<file path="config.mk">
export PLATFORM = sky130hd
export DESIGN_NAME = qtt_cell
export DESIGN_NICKNAME = d
export VERILOG_FILES = /design/src/hdl/qtt_pkg.sv /design/src/hdl/qtt_cell.sv
export SDC_FILE = /design/constraint.sdc
export NUM_CORES = 1
export LEC_CHECK = 0
export BUFFER_PORTS_ARGS = -buffer_cell sky130_fd_sc_hd__buf_4
export CAP_MARGIN = 25
export CORE_MARGIN = 1
export CORE_UTILIZATION = 44
export DETAILED_ROUTE_END_ITERATION = 10
export PLACE_DENSITY = 0.83
export SYNTH_ARGS = -nofsm -noshare
export SYNTH_HDL_FRONTEND = slang
export SYNTH_SLANG_ARGS = --single-unit
</file>
<file path="constraint.sdc">
create_clock -name clk -period 3.04 [get_ports clk]
set_input_delay 0.152 -clock clk [delete_from_list [all_inputs] [get_ports clk]]
set_output_delay 0.152 -clock clk [all_outputs]
set_load 0.01 [all_outputs]
</file>
<file path="src/hdl/qtt_pkg.sv">
// ----------------------------------------------------------------------------
// qtt_pkg
// types and constants shared by the threshold tracker, its cells and command channel
// ----------------------------------------------------------------------------
package qtt_pkg;

    localparam int VALUE_W = 31;
    localparam int CMD_W   = 2;

    typedef logic [VALUE_W-1:0] value_t;
    typedef logic [CMD_W-1:0]   cmd_t;

    localparam cmd_t CMD_INSERT = 2'd0;
    localparam cmd_t CMD_REPORT = 2'd1;
    localparam cmd_t CMD_CLEAR  = 2'd2;

    typedef enum logic [2:0] {
        CELL_HOLD,
        CELL_INSERT,
        CELL_ROTATE,
        CELL_TRIM,
        CELL_CLEAR
    } cell_op_t;

    // broadcast to every cell of the chain
    typedef struct packed {
        cell_op_t op;
        logic     trim;
        value_t   ins_value;
        value_t   wrap_value;
    } cell_ctrl_t;

    typedef enum logic {
        ST_IDLE,
        ST_REPORT
    } qtt_state_t;

endpackage

</file>
<file path="src/hdl/qtt_cell.sv">
// ----------------------------------------------------------------------------
// qtt_cell
// one slot of the sorted chain; holds a value and a valid bit, shifts on
// insert and rotates towards the head during a report
// ----------------------------------------------------------------------------
module qtt_cell #(
    parameter bit TRIMMED = 1'b0
) (
    input  logic                clk,
    input  logic                rst_n,
    input  qtt_pkg::cell_ctrl_t ctrl,
    input  logic                prev_gt,
    input  logic                prev_valid,
    input  qtt_pkg::value_t     prev_value,
    input  qtt_pkg::value_t     next_value,
    input  logic                active,
    input  logic                tail,
    output logic                gt,
    output qtt_pkg::value_t     value_next,
    output qtt_pkg::value_t     value_reg,
    output logic                valid_reg
);
    import qtt_pkg::*;

    logic valid_next;

    // an empty slot or a smaller value gives way to the new one
    assign gt = !valid_reg || (ctrl.ins_value > value_reg);

    always_comb
    begin
        value_next = value_reg;
        valid_next = valid_reg;
        case (ctrl.op)
            CELL_INSERT:
            begin
                if (gt)
                begin
                    value_next = prev_gt ? prev_value : ctrl.ins_value;
                    valid_next = prev_gt ? prev_valid : 1'b1;
                end
                if (ctrl.trim && TRIMMED)
                begin
                    valid_next = 1'b0;
                end
            end
            CELL_ROTATE:
            begin
                if (active)
                begin
                    value_next = tail ? ctrl.wrap_value : next_value;
                end
            end
            CELL_TRIM:
            begin
                if (TRIMMED)
                begin
                    valid_next = 1'b0;
                end
            end
            CELL_CLEAR:
            begin
                valid_next = 1'b0;
            end
            default:
            begin
                value_next = value_reg;
                valid_next = valid_reg;
            end
        endcase
    end

    always_ff @(posedge clk)
    begin
        value_reg <= value_next;
    end

    always_ff @(posedge clk or negedge rst_n)
    begin
        if (!rst_n)
        begin
            valid_reg <= 1'b0;
        end
        else
        begin
            valid_reg <= valid_next;
        end
    end

endmodule

</file>
==> impl_summary.txt, run 1 <==
----------------------------------------------------
[Critical path]
  Crit path max-delay cell type ... or4_4
  Cell chain of the critical path ... inv_1, ha_1, nand4_1, or4_4, nor3_4, o22ai_4, clkbuf_16, a221o_1, buf_6
  Worst path top cell family by delay ... simple AND/OR/NAND/NOR gates
  Worst EP required ... 2.89 ns
  Classification of the worst setup path ... reg -> out
  CP peak stage delay ... 0.59 ns
  Bufs and invs on worst path ... 3
  Worst Setup Start Kind ... flip-flop
  Endpoint kind of the worst setup timing path ... primary output
  Arrival time of data at the critical path endpoint ... between 2 and 3 ns
  Largest driver fanout on the critical path ... 5

[Cells and area]
  Filler Cell Count ... roughly 500
  Diodes inserted ... 0
  Most common library cell in the layout ignoring fill and taps ... buf_4
  Share of cells above drive strength 1 ... a little under half
  Layout-stage area growth over the synthesis result ... 68.7%
  Area of the multi-input gates ... 2380 um^2
  Highest-count cells in the layout ignoring fill and taps ... 179 x buf_4, 66 x nor2_1, 62 x mux2i_1
  Number of nets in the finished design ... approximately 730
  Sequential cell area ... roughly 680 um^2
  Max FFs per register ... 31

[CTS]
  CTS buffer count ... 5
  Clock tree sinks ... 32
  CTS tree ... built
  Buffer cell driving the clock tree root ... clkbuf_8
  Maximum number of buffers from clock root to sink ... 2
  CTS clock-pin slew for the worst setup and hold paths ... 0.08 ns
  Clock latency reported for the late side of the worst-skew pair ... 0.29 ns
  Max H-tree Level ... 2

[Power]
  Leak Pwr ... between 2 and 3 nW
  Worst-case vdd ir drop ... about 0.23 mV
  Switching Fraction ... a little under two fifths
  Power density of the placed cells ... between 400 and 500 nW/um^2
  Share of power burned in combinational logic ... 57.8%
  Clock network fraction of total power ... approximately 16%
  Share of total power in sequential cells ... roughly a quarter
  Switching component of the power ... roughly 0.93 mW
  Sum of internal, switching and leakage power ... 2.43 mW
  Internal power ... ~1.5 mW

[Die]
  Number of rows created at floorplan ... 30
  Initial cell density of the core ... 45.3%
  Die X ... between 80 and 90 um
  Std-Cell Core Area ... roughly 6800 um^2
  Die ar. ... between 7000 and 8000 um^2
  Die Y-Extent ... roughly 86 um
  Number of I/O pins ... between 150 and 200

[Timing]
  Smallest hold slack ... around 0.15 ns
  Final Hold Vio Count ... 0
  Transition time at the pin with the least slew margin ... roughly 0.63 ns
  Final clock skew ... between 0.008 and 0.009 ns
  Final critical-path required period ... a little over 3 ns
  Final clock period utilization by the worst path ... 102%
  RSZ-0062 raised after global routing ... true
  Sum Neg Setup Slack ... -0.965 ns
  Upper clock frequency limit ... between 300 and 400 MHz
  Endpoints failing setup ... 31
  Final Worst Setup Slack ... -0.0570 ns
  Number of pins with negative max-slew slack in the final report ... 0
  Worst rel slew slack ... slightly below 60%

[Yosys]
  Largest cells by area after synthesis ... dfxtp_1 20%, mux2i_1 20%, ha_1 13%, a221o_1 9.7%, nor2_1 8.0%
  Sequential-to-total area share from yosys stat ... 21.0%
  Total of flip-flops plus latches after synthesis ... 32
  Net count after synthesis ... about 540
  Distinct cells, synth ... 36
  Avg Synthesized Cell Area ... a little over 8 um^2
  Yosys Warn Count ... 0
  Yosys top cell area share ... between 20% and 30%
  Synthesized netlist cell count ... about 370
  Netlist area before placement ... between 3000 and 4000 um^2
  Synth area leader ... dfxtp_1

[GRT]
  Initial antenna violation count ... 0
  Largest net degree at the start of global routing ... between 60 and 70
  Final global-route overflow total ... 0
  Global-route wire length before repair ... 17000 um
  Overall track demand over capacity in global routing ... roughly 29%
  Via count of the first global-routing pass ... about 3600

[Placement]
  DP HPWL ... 7830 um
  Gpl congestion ... roughly 0.83
  DP Worst Slack ... ~0.05 ns
  Port Buf Inserts ... a little under 200

[Run status]
  Violated checks ... setup timing
  Run status ... finished, violations left

[Route]
  Ratio of routed vias to standard cells ... about 5.9
  Residual antenna-violating net count after detailed routing ... 0
  Mean routed wirelength per cell ... around 19 um
  Vias after detailed routing ... 3899
  Number of violations reported at the end of detailed-routing iteration 0 ... around 150
  DRC ... 0
  First-pass DRT Iterations ... 5
  Detailed Route WL ... about 12000 um

[Flow run]
  Number of violations of the max-capacitance limit ... 0

[Worst hold path]
  Classification of the worst-slack hold path ... in -> reg

----------------------------------------------------
-- per-stage QoR --
stage	cell area (um^2)	utilization, %	cells
after floorplan	3080	-	372
after global placement	4590	67.6	641
after detailed placement	4590	67.6	641
after CTS	4760	70.0	653
after global routing	5200	76.5	666
final	5200	76.5	666
-- power groups by stage --
stage | sequential, mW | combinational [mW] | clock (mW)
final | 0.648 | 1.41 | 0.380
after CTS | 0.627 | 1.18 | 0.383
after floorplan | 0.663 | 0.556 | 0
after global placement | 0.632 | 1.12 | 0
after global routing | 0.663 | 1.51 | 0.396
after detailed placement | 0.636 | 1.16 | 0
-- final cells by class --
type	instances	area share (%)
timing repair buffer	214	34.6
tap	96	2.31
inverter	32	2.36
multi-input combinational	284	45.8
clock buffer	8	1.93
sequential	32	13.0
-- cell families after synthesis --
kind of cell	count (synthesis)	synth area share, %
mux	62	20.1
simple gates	98	14.5
buf+inv	59	8.08
fa+ha+maj	31	12.6
compound gates	90	23.7
flops	32	21.0
-- final timing paths --
kind	from	endpoint	slack, ns	cells after the start
max in group asynchronous	rst_n	valid_reg	2.74	2
worst min-delay path	prev_valid	valid_reg	0.15	3
worst max-delay path	value_reg[7]	value_next[6]	-0.06	9
worst max register to register	value_reg[7]	value_reg[17]	0.32	9
min in group asynchronous	rst_n	valid_reg	0.22	2
worst min register to register	value_reg[26]	value_reg[26]	0.55	1
-- cells in the mapped netlist (all sizes together) --
| cell | count |
|---|---|
| or4 | 1 |
| o31ai | 1 |
| and4 | 1 |
| nor3 | 2 |
| nand3 | 4 |
| a221o | 32 |
| a21oi | 12 |
| and2 | 1 |
| ha | 31 |
| dfxtp | 31 |
| nand2 | 8 |
| o22ai | 1 |
| nand3b | 1 |
| a21o | 2 |
| o21ai | 6 |
| nor4 | 1 |
| or3 | 1 |
| a41oi | 1 |
| clkbuf | 20 |
| dfrtp | 1 |
| nand2b | 2 |
| a211oi | 33 |
| nor2b | 2 |
| inv | 32 |
| buf | 7 |
| o311a | 1 |
| nor2 | 66 |
| a221oi | 1 |
| mux2i | 62 |
| nand4 | 8 |
-- worst reg2reg max path: stages (launching register included) --
cell and delay [ns]:
dfxtp_2 0.35, inv_1 0.07, ha_1 0.31, nand4_1 0.17, or4_4 0.59, nor3_4 0.29, o22ai_4 0.19, clkbuf_16 0.21
a221o_1 0.31, buf_4 0.14
-- routing by layer --
metal	up-vias	track usage, %	wire, um
met4	0	10.9	315
met1	1854	32.9	4800
li1	1801	-	-
met2	212	53.7	6450
met5	-	0	0
met3	32	5.87	896
-- repair_timing --
item,CTS,global route
pin swaps,1,42
setup buffers,2,8
hold endpoints to repair,1,0
hold buffers,1,0
cloned,1,5
endpoints found under the setup margin,31,31
resized for setup,4,69
Power figures use the tool's default switching activity.
==> run 2: changes to the inputs <==
--- a/config.mk
+++ b/config.mk
@@ -8,9 +8,10 @@
 export BUFFER_PORTS_ARGS = -buffer_cell sky130_fd_sc_hd__buf_4
 export CAP_MARGIN = 25
 export CORE_MARGIN = 1
-export CORE_UTILIZATION = 44
+export CORE_UTILIZATION = 30
 export DETAILED_ROUTE_END_ITERATION = 10
-export PLACE_DENSITY = 0.83
+export MAX_ROUTING_LAYER = met4
+export SKIP_CTS_REPAIR_TIMING = 1
 export SYNTH_ARGS = -nofsm -noshare
 export SYNTH_HDL_FRONTEND = slang
 export SYNTH_SLANG_ARGS = --single-unit
==> impl_summary.txt, run 2 (synthesis results as in run 1) <==
----------------------------------------------------
[GRT]
  Final global-route overflow total ... 0 (unchanged)
  Initial antenna violation count ... 0 (unchanged)
  Largest net degree at the start of global routing ... 63 (unchanged)
  Overall track demand over capacity in global routing ... 20.9% (-8.2 points)
  Global-route wire length before repair ... 16500 um (-2.9%)
  Via count of the first global-routing pass ... 3255 (-10%)

[Die]
  Number of rows created at floorplan ... 36 (+20%)
  Std-Cell Core Area ... 9860 um^2 (+45%)
  Die X ... 103 um (+21%)
  Initial cell density of the core ... 31.2% (-14 points)
  Die Y-Extent ... 103 um (+21%)
  Number of I/O pins ... 198 (unchanged)
  Die ar. ... 10700 um^2 (+45%)

[Critical path]
  Worst EP required ... 2.89 ns (about the same)
  Bufs and invs on worst path ... 3 (unchanged)
  Worst Setup Start Kind ... flip-flop
  Reg-to-reg slack, setup ... 0.39 ns (+0.07 ns)
  Cell chain of the critical path ... inv_1, ha_1, nand4_1, or4_4, nor3_4, o22ai_4, clkbuf_16, a221o_1, buf_6
  Classification of the worst setup path ... reg -> out
  Crit path max-delay cell type ... or4_4
  Arrival time of data at the critical path endpoint ... 2.85 ns (-0.10 ns)
  Endpoint kind of the worst setup timing path ... primary output
  Worst path top cell family by delay ... simple AND/OR/NAND/NOR gates
  CP peak stage delay ... 0.54 ns (-0.05 ns)
  Largest driver fanout on the critical path ... 6 (+1)

[Placement]
  Gpl congestion ... 0.759 (-9.0%)
  Port Buf Inserts ... 196 (unchanged)
  DP HPWL ... 8200 um (+4.8%)

[Cells and area]
  Utilization of the core after routing ... 52.5% (-24 points)
  Max FFs per register ... 31 (unchanged)
  Share of cells above drive strength 1 ... 46.0% (about the same)
  Highest-count cells in the layout ignoring fill and taps ... 177 x buf_4, 66 x nor2_1, 62 x mux2i_1
  Most common library cell in the layout ignoring fill and taps ... buf_4
  Number of nets in the finished design ... 734 (unchanged)
  Layout-stage area growth over the synthesis result ... 68.1%

[Power]
  Power density of the placed cells ... 450 nW/um^2 (-4.0%)
  Share of total power in sequential cells ... 27.6% (+1.0 points)
  Switching component of the power ... 0.889 mW (-4.4%)
  Leak Pwr ... 2.54 nW (-1.5%)
  Share of power burned in combinational logic ... 58.8% (+1.0 points)
  Worst-case vdd ir drop ... 0.184 mV (-20%)
  Clock network fraction of total power ... 13.6% (-2.0 points)
  Switching Fraction ... 38.2% (about the same)
  Sum of internal, switching and leakage power ... 2.33 mW (-4.4%)
  Internal power ... 1.44 mW (-4.3%)

[Run status]
  Run status ... finished, final reports clean

[CTS]
  CTS tree ... built
  Clock tree sinks ... 32 (unchanged)
  Max H-tree Level ... 2 (unchanged)
  CTS clock-pin slew for the worst setup and hold paths ... 0.08 ns (about the same)
  Clock latency reported for the late side of the worst-skew pair ... 0.29 ns (about the same)
  Maximum number of buffers from clock root to sink ... 2 (unchanged)
  Buffer cell driving the clock tree root ... clkbuf_8
  CTS buffer count ... 5 (unchanged)

[Timing]
  Final clock period utilization by the worst path ... 98.6% (-3.3 points)
  RSZ-0062 raised after global routing ... true
  Number of pins with negative max-slew slack in the final report ... 0 (unchanged)
  Final Hold Vio Count ... 0 (unchanged)
  Final critical-path required period ... 3.00 ns (-0.0994 ns)
  Transition time at the pin with the least slew margin ... 0.646 ns (+0.0205 ns)
  Smallest hold slack ... 0.148 ns (-0.00379 ns)
  Final clock skew ... 0.0113 ns (+0.00300 ns)
  Upper clock frequency limit ... 334 MHz (+3.3%)
  Worst rel slew slack ... 57.0% (-1.4 points)
  Endpoints failing setup ... 0 (-100%)

[Route]
  Residual antenna-violating net count after detailed routing ... 0 (unchanged)
  Mean routed wirelength per cell ... 17.0 um (-9.2%)
  Detailed Route WL ... 11900 um (-4.2%)
  Ratio of routed vias to standard cells ... 5.19 (-11%)
  Number of violations reported at the end of detailed-routing iteration 0 ... 85 (-44%)
  DRC ... 0 (unchanged)
  First-pass DRT Iterations ... 4 (-1)
  Vias after detailed routing ... 3645 (-6.5%)

[Worst hold path]
  Classification of the worst-slack hold path ... in -> reg

[Flow run]
  Number of violations of the max-capacitance limit ... 0 (unchanged)

----------------------------------------------------
[run 2: cell types whose count changed in the layout (fill, tap and decap cells not counted), moves of 2 or more]
cell      before  now
a21oi_1       11    9
buf_4        179  177
a21oi_2        1    3
buf_6         29   33
clkbuf_8       7    5
[run 2: metal layers]
metal	GRT usage [%]	vias up	wire length (um)
met4	3.90	0	70
met2	37.5	138	5960
li1	-	1794	-
met3	2.82	5	754
met5	-	-	0
met1	25.0	1708	5150
[run 2: tightest hold or removal path: stages]
cell and delay, ns:
buf_4 0.10, nand2_1 0.04, o21ai_0 0.06, a41oi_1 0.05
[run 2: path summary, 6_finish.rpt]
check / to / cells after the start / startpoint
setup / recovery: value_next[9] / 9 / value_reg[4]
hold / removal: valid_reg / 4 / ctrl[65]
setup reg to reg: value_reg[3] / 9 / value_reg[4]
hold reg to reg: value_reg[26] / 1 / value_reg[26]
max in group asynchronous: valid_reg / 2 / rst_n
min in group asynchronous: valid_reg / 2 / rst_n
[run 2: through the flow]
step | worst slack [ns] | setup TNS, ns | std cells | instance area (um^2)
final | 0.0424 | 0 | 702 | 5180
after floorplan | 0.637 | 0 | 372 | 3080
after global routing | -0.0755 | -1.68 | 701 | 5170
after CTS | -0.314 | -8.76 | 684 | 4710
after global placement | 0.0136 | 0 | 678 | 4640
after detailed placement | 0.00550 | 0 | 678 | 4640
[run 2: power groups by stage]
stage | logic (mW) | registers (mW) | clock network (mW)
global placement | 1.15 | 0.634 | 0
detailed placement | 1.17 | 0.638 | 0
global route | 1.50 | 0.657 | 0.347
floorplan | 0.556 | 0.663 | 0
CTS | 1.17 | 0.629 | 0.330
finish | 1.37 | 0.642 | 0.317
[run 2: area by class of cell]
cell class              instances  area [um^2]
inverters                      32          120
diodes                          1         2.50
fillers                       946         4690
well taps                     133          166
flip-flops and latches         32          673
multi-input cells             283         2350
repair buffers                215         1800
clock buffers                   6         72.6
